**config.mk**
```make
export PLATFORM = sky130hd
export DESIGN_NAME = emf_triggered_activation_sequencer
export DESIGN_NICKNAME = d
export VERILOG_FILES = /design/src/rtl/core/etas_pkg.sv /design/src/rtl/core/etas_cfg_regs.sv /design/src/rtl/core/etas_in_stage.sv /design/src/rtl/core/etas_step.sv /design/src/rtl/core/etas_out_stage.sv /design/src/rtl/core/emf_triggered_activation_sequencer.sv
export SDC_FILE = /design/constraint.sdc
export NUM_CORES = 1
export LEC_CHECK = 0
export ABC_CLOCK_PERIOD_IN_PS = 7400
export BUFFER_PORTS_ARGS = -buffer_cell sky130_fd_sc_hd__buf_2
export CAP_MARGIN = 10
export CORE_MARGIN = 2
export CORE_UTILIZATION = 63
export CTS_BUF_LIST = sky130_fd_sc_hd__clkbuf_16
export DETAILED_ROUTE_END_ITERATION = 8
export MAX_ROUTING_LAYER = met4
export PLACE_DENSITY = 0.81
export SYNTH_ARGS = -nofsm -noshare
export SYNTH_HDL_FRONTEND = slang
export SYNTH_SLANG_ARGS = --single-unit
```
**constraint.sdc**
```tcl
create_clock -name clk -period 7.4 [get_ports clk]
set_clock_uncertainty 0.1 [all_clocks]
set_input_delay 0.74 -clock clk [delete_from_list [all_inputs] [get_ports clk]]
set_output_delay 0.74 -clock clk [all_outputs]
set_load 0.01 [all_outputs]
```
**src/rtl/core/etas_pkg.sv**
```systemverilog
// ----------------------------------------------------------------------------
// EMF activation sequencer package
// Widths, mode codes, register indexes, reset values and shared types.
// ----------------------------------------------------------------------------
package etas_pkg;

	localparam int DUR_W   = 20;
	localparam int VOL_W   = 5;
	localparam int TIME_W  = 22;
	localparam int BLINK_W = 10;
	localparam int MODE_W  = 2;
	localparam int CFG_IDX_W = 3;

	localparam logic [MODE_W-1:0] MODE_LISTEN = 2'd0;
	localparam logic [MODE_W-1:0] MODE_EMF    = 2'd1;
	localparam logic [MODE_W-1:0] MODE_SPIN   = 2'd2;
	localparam logic [MODE_W-1:0] MODE_ACT    = 2'd3;

	localparam logic [CFG_IDX_W-1:0] REG_MIN_DETECT = 3'd0;
	localparam logic [CFG_IDX_W-1:0] REG_SPINDOWN   = 3'd1;
	localparam logic [CFG_IDX_W-1:0] REG_MUSIC      = 3'd2;
	localparam logic [CFG_IDX_W-1:0] REG_RELAY_ON   = 3'd3;
	localparam logic [CFG_IDX_W-1:0] REG_VOLUME     = 3'd4;

	localparam logic [DUR_W-1:0] MIN_DETECT_RST = 20'd2000;
	localparam logic [DUR_W-1:0] SPINDOWN_RST   = 20'd5000;
	localparam logic [DUR_W-1:0] MUSIC_RST      = 20'd10000;
	localparam logic [DUR_W-1:0] RELAY_ON_RST   = 20'd3000;
	localparam logic [VOL_W-1:0] VOLUME_RST     = 5'd20;

	localparam logic [BLINK_W-1:0] BLINK_PERIOD_MS = 10'd1000;
	localparam logic [TIME_W-1:0]  RELAY_GAP_MS    = 22'd500;
	localparam logic [TIME_W-1:0]  TIME_MAX        = {TIME_W{1'b1}};

	typedef struct packed {
		logic [DUR_W-1:0] min_detect_ms;
		logic [DUR_W-1:0] spindown_ms;
		logic [DUR_W-1:0] music_ms;
		logic [DUR_W-1:0] relay_on_ms;
		logic [VOL_W-1:0] play_volume;
	} cfg_t;

	typedef struct packed {
		logic emf_present;
		logic override_press;
	} item_t;

	typedef struct packed {
		logic [MODE_W-1:0] mode;
		logic              power_led;
		logic              trigger_led;
		logic              relays_on;
		logic              music_start;
		logic              music_stop;
		logic [VOL_W-1:0]  volume;
	} result_t;

endpackage

```
**src/rtl/core/etas_cfg_regs.sv**
```systemverilog
// ----------------------------------------------------------------------------
// EMF activation sequencer configuration registers
// Holds the timing and volume registers written through the config channel.
// ----------------------------------------------------------------------------
module etas_cfg_regs import etas_pkg::*; (
	input  logic                 clk,
	input  logic                 arst_n,
	input  logic                 cfg_valid,
	input  logic [CFG_IDX_W-1:0] cfg_index,
	input  logic [DUR_W-1:0]     cfg_data,
	output cfg_t                 cfg
);

	cfg_t cfg_q;

	always_ff @(posedge clk or negedge arst_n) begin
		if (!arst_n) begin
			cfg_q.min_detect_ms <= MIN_DETECT_RST;
			cfg_q.spindown_ms   <= SPINDOWN_RST;
			cfg_q.music_ms      <= MUSIC_RST;
			cfg_q.relay_on_ms   <= RELAY_ON_RST;
			cfg_q.play_volume   <= VOLUME_RST;
		end else if (cfg_valid) begin
			unique case (cfg_index)
				REG_MIN_DETECT: cfg_q.min_detect_ms <= cfg_data;
				REG_SPINDOWN:   cfg_q.spindown_ms   <= cfg_data;
				REG_MUSIC:      cfg_q.music_ms      <= cfg_data;
				REG_RELAY_ON:   cfg_q.relay_on_ms   <= cfg_data;
				REG_VOLUME:     cfg_q.play_volume   <= cfg_data[VOL_W-1:0];
				default: ;
			endcase
		end
	end

	assign cfg = cfg_q;

endmodule

```
**src/rtl/core/etas_in_stage.sv**
```systemverilog
// ----------------------------------------------------------------------------
// EMF activation sequencer input stage
// Registers one tick item and holds it until the step logic consumes it.
// ----------------------------------------------------------------------------
module etas_in_stage import etas_pkg::*; (
	input  logic  clk,
	input  logic  arst_n,
	input  logic  item_valid,
	input  item_t item_in,
	input  logic  consume,
	output logic  item_stall,
	output logic  valid_s1,
	output item_t item_s1
);

	logic can_load;
	logic accept;

	assign can_load   = !valid_s1 || consume;
	assign accept     = item_valid && can_load;
	assign item_stall = !can_load;

	always_ff @(posedge clk or negedge arst_n) begin
		if (!arst_n) begin
			valid_s1 <= 1'b0;
		end else if (accept) begin
			valid_s1 <= 1'b1;
		end else if (consume) begin
			valid_s1 <= 1'b0;
		end
	end

	always_ff @(posedge clk) begin
		if (accept) begin
			item_s1 <= item_in;
		end
	end

endmodule

```
**src/rtl/core/etas_step.sv**
```systemverilog
// ----------------------------------------------------------------------------
// EMF activation sequencer step logic
// Mode state, timers and blink state, advanced by one tick per consumed item.
// ----------------------------------------------------------------------------
module etas_step import etas_pkg::*; (
	input  logic    clk,
	input  logic    arst_n,
	input  cfg_t    cfg,
	input  item_t   item_s1,
	input  logic    step_en,
	output result_t result
);

	logic [MODE_W-1:0]  mode_q;
	logic [TIME_W-1:0]  time_q;
	logic               run_pending_q;
	logic [BLINK_W-1:0] blink_count_q;
	logic               blink_level_q;
	logic               relay_level_q;

	logic [MODE_W-1:0]  m;
	logic [TIME_W-1:0]  tm;
	logic               rp;
	logic [BLINK_W-1:0] bc;
	logic               bl;
	logic               rl;
	logic               p_start;
	logic               p_stop;

	logic [TIME_W-1:0] spin_lim;
	logic [TIME_W-1:0] music_lim;
	logic [TIME_W-1:0] on_at;
	logic [TIME_W-1:0] run_end;
	logic [TIME_W-1:0] min_det;

	assign spin_lim  = (cfg.spindown_ms == '0) ? TIME_W'(1) : TIME_W'(cfg.spindown_ms);
	assign music_lim = (cfg.music_ms == '0) ? TIME_W'(1) : TIME_W'(cfg.music_ms);
	assign on_at     = TIME_W'(cfg.music_ms) + RELAY_GAP_MS;
	assign run_end   = on_at + TIME_W'(cfg.relay_on_ms);
	assign min_det   = TIME_W'(cfg.min_detect_ms);

	always_comb begin
		m       = mode_q;
		tm      = (time_q == TIME_MAX) ? time_q : time_q + TIME_W'(1);
		rp      = run_pending_q;
		bc      = blink_count_q;
		bl      = blink_level_q;
		rl      = relay_level_q;
		p_start = 1'b0;
		p_stop  = 1'b0;

		if (m == MODE_SPIN) begin
			if (tm == spin_lim) begin
				m       = MODE_ACT;
				tm      = '0;
				rl      = 1'b0;
				p_start = 1'b1;
			end else begin
				bc = bc + BLINK_W'(1);
				if (bc >= BLINK_PERIOD_MS) begin
					bc = '0;
					bl = !bl;
				end
			end
		end else if (m == MODE_ACT) begin
			if (tm == music_lim) begin
				p_stop = 1'b1;
			end
			if (tm == on_at) begin
				rl = 1'b1;
			end
			if (tm == run_end) begin
				rp     = 1'b0;
				m      = MODE_LISTEN;
				tm     = '0;
				rl     = 1'b0;
				p_stop = 1'b1;
			end
		end

		if (item_s1.override_press && m != MODE_ACT) begin
			m       = MODE_ACT;
			tm      = '0;
			rl      = 1'b0;
			p_start = 1'b1;
		end

		case (m)
			MODE_LISTEN: begin
				if (item_s1.emf_present) begin
					m  = MODE_EMF;
					tm = '0;
				end
			end
			MODE_EMF: begin
				if (!item_s1.emf_present) begin
					if (tm > min_det || rp) begin
						rp = 1'b1;
						m  = MODE_SPIN;
						bc = '0;
						bl = 1'b0;
					end else begin
						m = MODE_LISTEN;
					end
					tm = '0;
				end
			end
			default: begin
				if (item_s1.emf_present) begin
					if (m == MODE_ACT) begin
						rl     = 1'b0;
						p_stop = 1'b1;
					end
					m  = MODE_EMF;
					tm = '0;
				end
			end
		endcase
	end

	always_ff @(posedge clk or negedge arst_n) begin
		if (!arst_n) begin
			mode_q        <= MODE_LISTEN;
			time_q        <= '0;
			run_pending_q <= 1'b0;
			blink_count_q <= '0;
			blink_level_q <= 1'b0;
			relay_level_q <= 1'b0;
		end else if (step_en) begin
			mode_q        <= m;
			time_q        <= tm;
			run_pending_q <= rp;
			blink_count_q <= bc;
			blink_level_q <= bl;
			relay_level_q <= rl;
		end
	end

	always_comb begin
		result.mode        = m;
		result.power_led   = (m == MODE_LISTEN) || (m == MODE_SPIN);
		result.trigger_led = (m == MODE_SPIN) ? bl : (m != MODE_LISTEN);
		result.relays_on   = rl;
		result.music_start = p_start;
		result.music_stop  = p_stop;
		result.volume      = p_start ? cfg.play_volume : '0;
	end

endmodule

```
**src/rtl/core/etas_out_stage.sv**
```systemverilog
// ----------------------------------------------------------------------------
// EMF activation sequencer output stage
// Result register that holds one result until the downstream side takes it.
// ----------------------------------------------------------------------------
module etas_out_stage import etas_pkg::*; (
	input  logic    clk,
	input  logic    arst_n,
	input  logic    load,
	input  result_t result,
	input  logic    result_stall,
	output logic    ready,
	output logic    valid_s2,
	output result_t result_s2
);

	assign ready = !valid_s2 || !result_stall;

	always_ff @(posedge clk or negedge arst_n) begin
		if (!arst_n) begin
			valid_s2 <= 1'b0;
		end else if (ready) begin
			valid_s2 <= load;
		end
	end

	always_ff @(posedge clk) begin
		if (load) begin
			result_s2 <= result;
		end
	end

endmodule

```
**src/rtl/core/emf_triggered_activation_sequencer.sv**
```systemverilog
// ----------------------------------------------------------------------------
// EMF-triggered activation sequencer
// Each accepted item is one millisecond tick carrying the EMF detector level
// and an override event; each tick yields exactly one result with the mode,
// the LED and relay levels, the music start and stop pulses and the volume.
// A new tick is accepted every clock cycle while item_stall is low; it is
// held in the input register, then the mode and timer update writes the
// result register that drives the outputs. Stalls on the result side back
// up through the input register to item_stall. Configuration registers are
// written through the cfg channel, which is always ready; writes to indexes
// beyond the volume register are ignored.
// ----------------------------------------------------------------------------
module emf_triggered_activation_sequencer import etas_pkg::*; (
	input  logic                 clk,
	input  logic                 arst_n,
	input  logic                 item_valid,
	output logic                 item_stall,
	input  logic                 emf_present,
	input  logic                 override_press,
	output logic                 result_valid,
	input  logic                 result_stall,
	output logic [MODE_W-1:0]    mode,
	output logic                 power_led,
	output logic                 trigger_led,
	output logic                 relays_on,
	output logic                 music_start,
	output logic                 music_stop,
	output logic [VOL_W-1:0]     volume,
	input  logic                 cfg_valid,
	output logic                 cfg_ready,
	input  logic [CFG_IDX_W-1:0] cfg_index,
	input  logic [DUR_W-1:0]     cfg_data
);

	cfg_t    cfg;
	item_t   item_in;
	item_t   item_s1;
	logic    valid_s1;
	logic    out_ready;
	logic    step_en;
	result_t result;
	result_t result_s2;

	assign cfg_ready = 1'b1;
	assign item_in.emf_present    = emf_present;
	assign item_in.override_press = override_press;
	assign step_en = valid_s1 && out_ready;

	etas_cfg_regs u_cfg (
		.clk       (clk),
		.arst_n    (arst_n),
		.cfg_valid (cfg_valid),
		.cfg_index (cfg_index),
		.cfg_data  (cfg_data),
		.cfg       (cfg)
	);

	etas_in_stage u_in (
		.clk        (clk),
		.arst_n     (arst_n),
		.item_valid (item_valid),
		.item_in    (item_in),
		.consume    (step_en),
		.item_stall (item_stall),
		.valid_s1   (valid_s1),
		.item_s1    (item_s1)
	);

	etas_step u_step (
		.clk     (clk),
		.arst_n  (arst_n),
		.cfg     (cfg),
		.item_s1 (item_s1),
		.step_en (step_en),
		.result  (result)
	);

	etas_out_stage u_out (
		.clk          (clk),
		.arst_n       (arst_n),
		.load         (step_en),
		.result       (result),
		.result_stall (result_stall),
		.ready        (out_ready),
		.valid_s2     (result_valid),
		.result_s2    (result_s2)
	);

	assign mode        = result_s2.mode;
	assign power_led   = result_s2.power_led;
	assign trigger_led = result_s2.trigger_led;
	assign relays_on   = result_s2.relays_on;
	assign music_start = result_s2.music_start;
	assign music_stop  = result_s2.music_stop;
	assign volume      = result_s2.volume;

endmodule

```
==> results.toml <==
[finish]
synthToLayoutAreaGrowth_pct = 9.518
post-route-util_pct = 69.67
final_non_filler_cells = 1404
n_antenna_cell = 0
drive_gt1_share_pct = 20.10
layout.nets = 1247
final_area_mm2 = 0.01143
fill_cells = 1259

[die]
ioPinCount = 45
initial_utilization_pct = 63.62
core_mm2 = 0.01641
die_w_um = 132.7
die_height_um = 132.7
fp-row-count = 47
dieArea_mm2 = 0.01761

[synth]
number_of_enable_type_register_cells_in_the_synthesized_netlist = 14
synthDominantCellAreaShare_pct = 23.74
syn_avg_cell_area_um2 = 9.116
synthDistinctLibCells = 101
ys_dominant_reg_cell = "sky130_fd_sc_hd__dfrtp_1"
yosysWarnings = 0
yosys_register_bits = 138
ys_seq_area_share_pct = 34.06
synth_top_cell_by_area = "sky130_fd_sc_hd__dfrtp_1"
netlist_area_mm2 = 0.01044
async_flop_share_pct = 89.86
syn_nets = 1221
syn_inst = 1145
synthTopCellsByArea = "sky130_fd_sc_hd__dfrtp_1, sky130_fd_sc_hd__mux2_2, sky130_fd_sc_hd__dfstp_2, sky130_fd_sc_hd__xnor2_1, sky130_fd_sc_hd__ha_1"

[clock_tree]
tritoncts = "built"
cts_root_buffer = "sky130_fd_sc_hd__clkbuf_16"
clock_latency_on_the_worst_skew_pair_ns = 0.44
number_of_buffers_added_by_the_clock_tree_synthesis_step = 17
number_of_buffers_added_to_fix_hold_violations_after_cts = 0
htree_num_levels = 4
cts.repair.resized = 0
clkSinkCount = 138
cts-root-to-sink-buffers = 2
clkSlewWorstSetupHoldPaths_ns = 0.06
post_cts.repair.setup_buffers = 0

[worst_setup_path]
worstSetupStartpoint = "u_cfg.cfg[34]$_DFFE_PN1P_"
worstSetupStartpointType = "flip-flop"
regToRegEndpoint = "u_step.blink_count_q[8]$_DFFE_PN0P_"
crit_type = "reg -> reg"
rrSetupSlack_ns = 0.40
rr_startpoint = "u_cfg.cfg[34]$_DFFE_PN1P_"
highest_net_fanout_along_the_worst_path = 9
crit_end = "u_step.blink_count_q[8]$_DFFE_PN0P_"
cp.required_ns = 7.64
worst_r2r_path_depth = 27
setup.worst_path.end_class = "flip-flop"
cp_data_arrival_time_ns = 7.23

[sta]
slew-limit-headroom_pct = 19.43
setup-violations-final = 0
setup-tns-final_ns = 0
tightestPinTransition_ns = 1.205
fin_hold_ws_ns = 0.3396
fin_crit_sh_pct = 94.54
report.final.hold_viol_count = 0
setup_repair_after_global_routing_missed_its_margin = "no"
maxClockFrequency_ghz = 0.1429
finalWorstSetupSlack_ns = 0.4040
min_period_ns = 6.996
finalMaxSlewViolations = 0

[placed_design]
place.detailed.instances = 1372
post-dp-hpwl_um = 22490
preCtsSetupSlack_ns = 0.2906
dpl-instance-area_mm2 = 0.01083
buffer_ports.inserted = 43
gp_congestion = 1.042

[power_and_ir_drop]
total_power_mw = 3.128
powerDensity_mw_per_mm2 = 273.6
leakagePower_nw = 4.781
vdd_ir_drop_max_mv = 0.2073

[global_routing]
globalRouteMet2Util_pct = 55.50
groute.layer.met3.usage_pct = 7.739
grt_pass1_wl_um = 47830
use_met1_pct = 47.33
antenna_found_initial = 0
gr-total-overflow = 0
global_route.usage.total_pct = 36.24
number_of_global_route_vias_before_repair = 8753
grt.busiest_layer = "met2"
grt_max_degree = 70

[route]
avgViaCountPerCell = 6.645
dr.first_iter.drc_count = 1388
routed-via-count = 9329
antenna_violating_nets_post_route = 0
first_pass_iters = 9
drc = 0
wire_per_inst_um = 21.80
wl_um = 30610

[worst_hold_path]
hp-class = "in -> async"

[run]
maxCapViolCount = 0

[run_status]
run_status = "complete, no violations"
-- Yosys cell counts (5+ instances only) --
cell type	n
sky130_fd_sc_hd__or3_1	10
sky130_fd_sc_hd__and2_1	22
sky130_fd_sc_hd__nand3_1	31
sky130_fd_sc_hd__nor4_1	22
sky130_fd_sc_hd__nor2b_1	14
sky130_fd_sc_hd__a211oi_1	7
sky130_fd_sc_hd__xnor2_1	68
sky130_fd_sc_hd__o2111ai_1	5
sky130_fd_sc_hd__nand2b_1	16
sky130_fd_sc_hd__o21ai_1	9
sky130_fd_sc_hd__nor2_1	69
sky130_fd_sc_hd__nand2_1	110
sky130_fd_sc_hd__nand4_1	28
sky130_fd_sc_hd__o21a_1	7
sky130_fd_sc_hd__nor3_1	27
sky130_fd_sc_hd__o22ai_1	5
sky130_fd_sc_hd__and3_1	14
sky130_fd_sc_hd__buf_2	17
sky130_fd_sc_hd__a21oi_1	44
sky130_fd_sc_hd__o21ai_0	69
sky130_fd_sc_hd__dfstp_2	25
sky130_fd_sc_hd__mux2_2	60
sky130_fd_sc_hd__buf_4	9
sky130_fd_sc_hd__ha_1	45
sky130_fd_sc_hd__edfxtp_1	14
sky130_fd_sc_hd__a31oi_1	8
sky130_fd_sc_hd__and4_1	10
sky130_fd_sc_hd__clkbuf_1	33
sky130_fd_sc_hd__or4_1	5
sky130_fd_sc_hd__a21o_1	25
sky130_fd_sc_hd__or2_2	7
sky130_fd_sc_hd__a311oi_1	5
sky130_fd_sc_hd__o31ai_1	11
sky130_fd_sc_hd__dfrtp_1	99
sky130_fd_sc_hd__xor2_1	33
sky130_fd_sc_hd__o211ai_1	5
sky130_fd_sc_hd__a21oi_2	5
sky130_fd_sc_hd__a22o_1	8
sky130_fd_sc_hd__inv_1	41
-- metal layers --
| metal | vias to the layer above | part of all wire (%) |
|---|---|---|
| met2 | 450 | 47 |
| met5 | - | 0 |
| met4 | 0 | 3.4 |
| met3 | 86 | 8.6 |
| met1 | 4548 | 41 |
| li1 | 4245 | - |
-- kinds of logic after synthesis --
group           after synthesis  synth area share (%)
simple gates                418                 22.07
compound gates              268                 17.56
flops                       138                 34.06
xor+xnor                    105                 9.290
buf+inv                     105                 4.543
mux                          64                 6.857
fa+ha+maj                    46                 5.586
other cells                   1               0.03593
-- layout by cell type (no fill, tap or decap), types with 25 or more instances in the layout --
master | Yosys | layout
sky130_fd_sc_hd__a21o_1 | 25 | 25
sky130_fd_sc_hd__a21oi_1 | 44 | 44
sky130_fd_sc_hd__buf_2 | 17 | 42
sky130_fd_sc_hd__buf_4 | 9 | 28
sky130_fd_sc_hd__dfrtp_1 | 99 | 99
sky130_fd_sc_hd__dfstp_2 | 25 | 25
sky130_fd_sc_hd__ha_1 | 45 | 45
sky130_fd_sc_hd__inv_1 | 41 | 41
sky130_fd_sc_hd__mux2_2 | 60 | 60
sky130_fd_sc_hd__nand2_1 | 110 | 110
sky130_fd_sc_hd__nand3_1 | 31 | 31
sky130_fd_sc_hd__nand4_1 | 28 | 28
sky130_fd_sc_hd__nor2_1 | 69 | 67
sky130_fd_sc_hd__nor3_1 | 27 | 27
sky130_fd_sc_hd__o21ai_0 | 69 | 69
sky130_fd_sc_hd__xnor2_1 | 68 | 67
sky130_fd_sc_hd__xor2_1 | 33 | 33
-- worst min path at each step --
stage	depth (start not counted)	startpoint	end	slack, ns
2_1_floorplan	0	arst_n	u_cfg.cfg[0]$_DFFE_PN0P_	0.34
3_3_place_gp	1	u_step.blink_count_q[9]$_DFFE_PN0P_	u_step.blink_count_q[9]$_DFFE_PN0P_	0.38
3_5_place_dp	1	u_step.blink_count_q[9]$_DFFE_PN0P_	u_step.blink_count_q[9]$_DFFE_PN0P_	0.39
4_1_cts	1	arst_n	u_step.time_q[18]$_DFFE_PN0P_	0.36
5_1_grt	1	emf_present	u_in.item_s1[1]$_DFFE_PP_	0.37
6_report	1	arst_n	u_step.time_q[15]$_DFFE_PN0P_	0.34
-- worst max-delay path: stages, from the launching register on --
cell	delay, ns
sky130_fd_sc_hd__dfstp_2	0.64
sky130_fd_sc_hd__nand4_1	0.17
sky130_fd_sc_hd__a211oi_1	0.52
sky130_fd_sc_hd__nand2_1	0.13
sky130_fd_sc_hd__xnor2_1	0.24
sky130_fd_sc_hd__ha_1	0.37
sky130_fd_sc_hd__a21oi_1	0.29
sky130_fd_sc_hd__o21ai_0	0.23
sky130_fd_sc_hd__nand2_1	0.10
sky130_fd_sc_hd__nand2_1	0.05
sky130_fd_sc_hd__a311oi_1	0.43
sky130_fd_sc_hd__xor2_1	0.15
sky130_fd_sc_hd__nor3_1	0.24
sky130_fd_sc_hd__nor4b_4	0.38
sky130_fd_sc_hd__o21a_2	0.33
sky130_fd_sc_hd__nor2_1	0.08
sky130_fd_sc_hd__ha_1	0.32
sky130_fd_sc_hd__a21o_1	0.17
sky130_fd_sc_hd__a21oi_1	0.19
sky130_fd_sc_hd__nor2b_1	0.08
sky130_fd_sc_hd__o21ai_0	0.17
sky130_fd_sc_hd__nand2b_1	0.09
sky130_fd_sc_hd__a21oi_1	0.34
sky130_fd_sc_hd__a22oi_2	0.20
sky130_fd_sc_hd__o31a_1	0.42
sky130_fd_sc_hd__o21ai_0	0.32
sky130_fd_sc_hd__nand2_1	0.09
sky130_fd_sc_hd__o31ai_1	0.07
-- final cells by class --
class                      instances  area, um^2  area share, %
clock inverter                    15       158.9          1.390
timing repair buffer              70       420.4          3.678
clock buffer                      17       425.4          3.722
inverter                          42       157.7          1.379
sequential                       138        3555          31.10
tap                              220       275.3          2.408
multi-input combinational        902        6439          56.33
-- registers in the layout, indices dropped and copies added, names as in the netlist --
register,cells
u_in.item_s1,2
u_step.time_q,22
u_out.result_s2,12
u_step.run_pending_q,1
u_step.blink_level_q,1
u_step.blink_count_q,10
u_out.valid_s2,1
u_in.valid_s1,1
u_cfg.cfg,85
u_step.relay_level_q,1
u_step.mode_q,2
-- where the power goes --
part | internal (mW) | switching (mW) | total (mW)
Clock | 0.475 | 0.375 | 0.850
Sequential | 0.916 | 0.158 | 1.07
Combinational | 0.532 | 0.673 | 1.20
No activity file was read; power rests on OpenSTA's default activity.
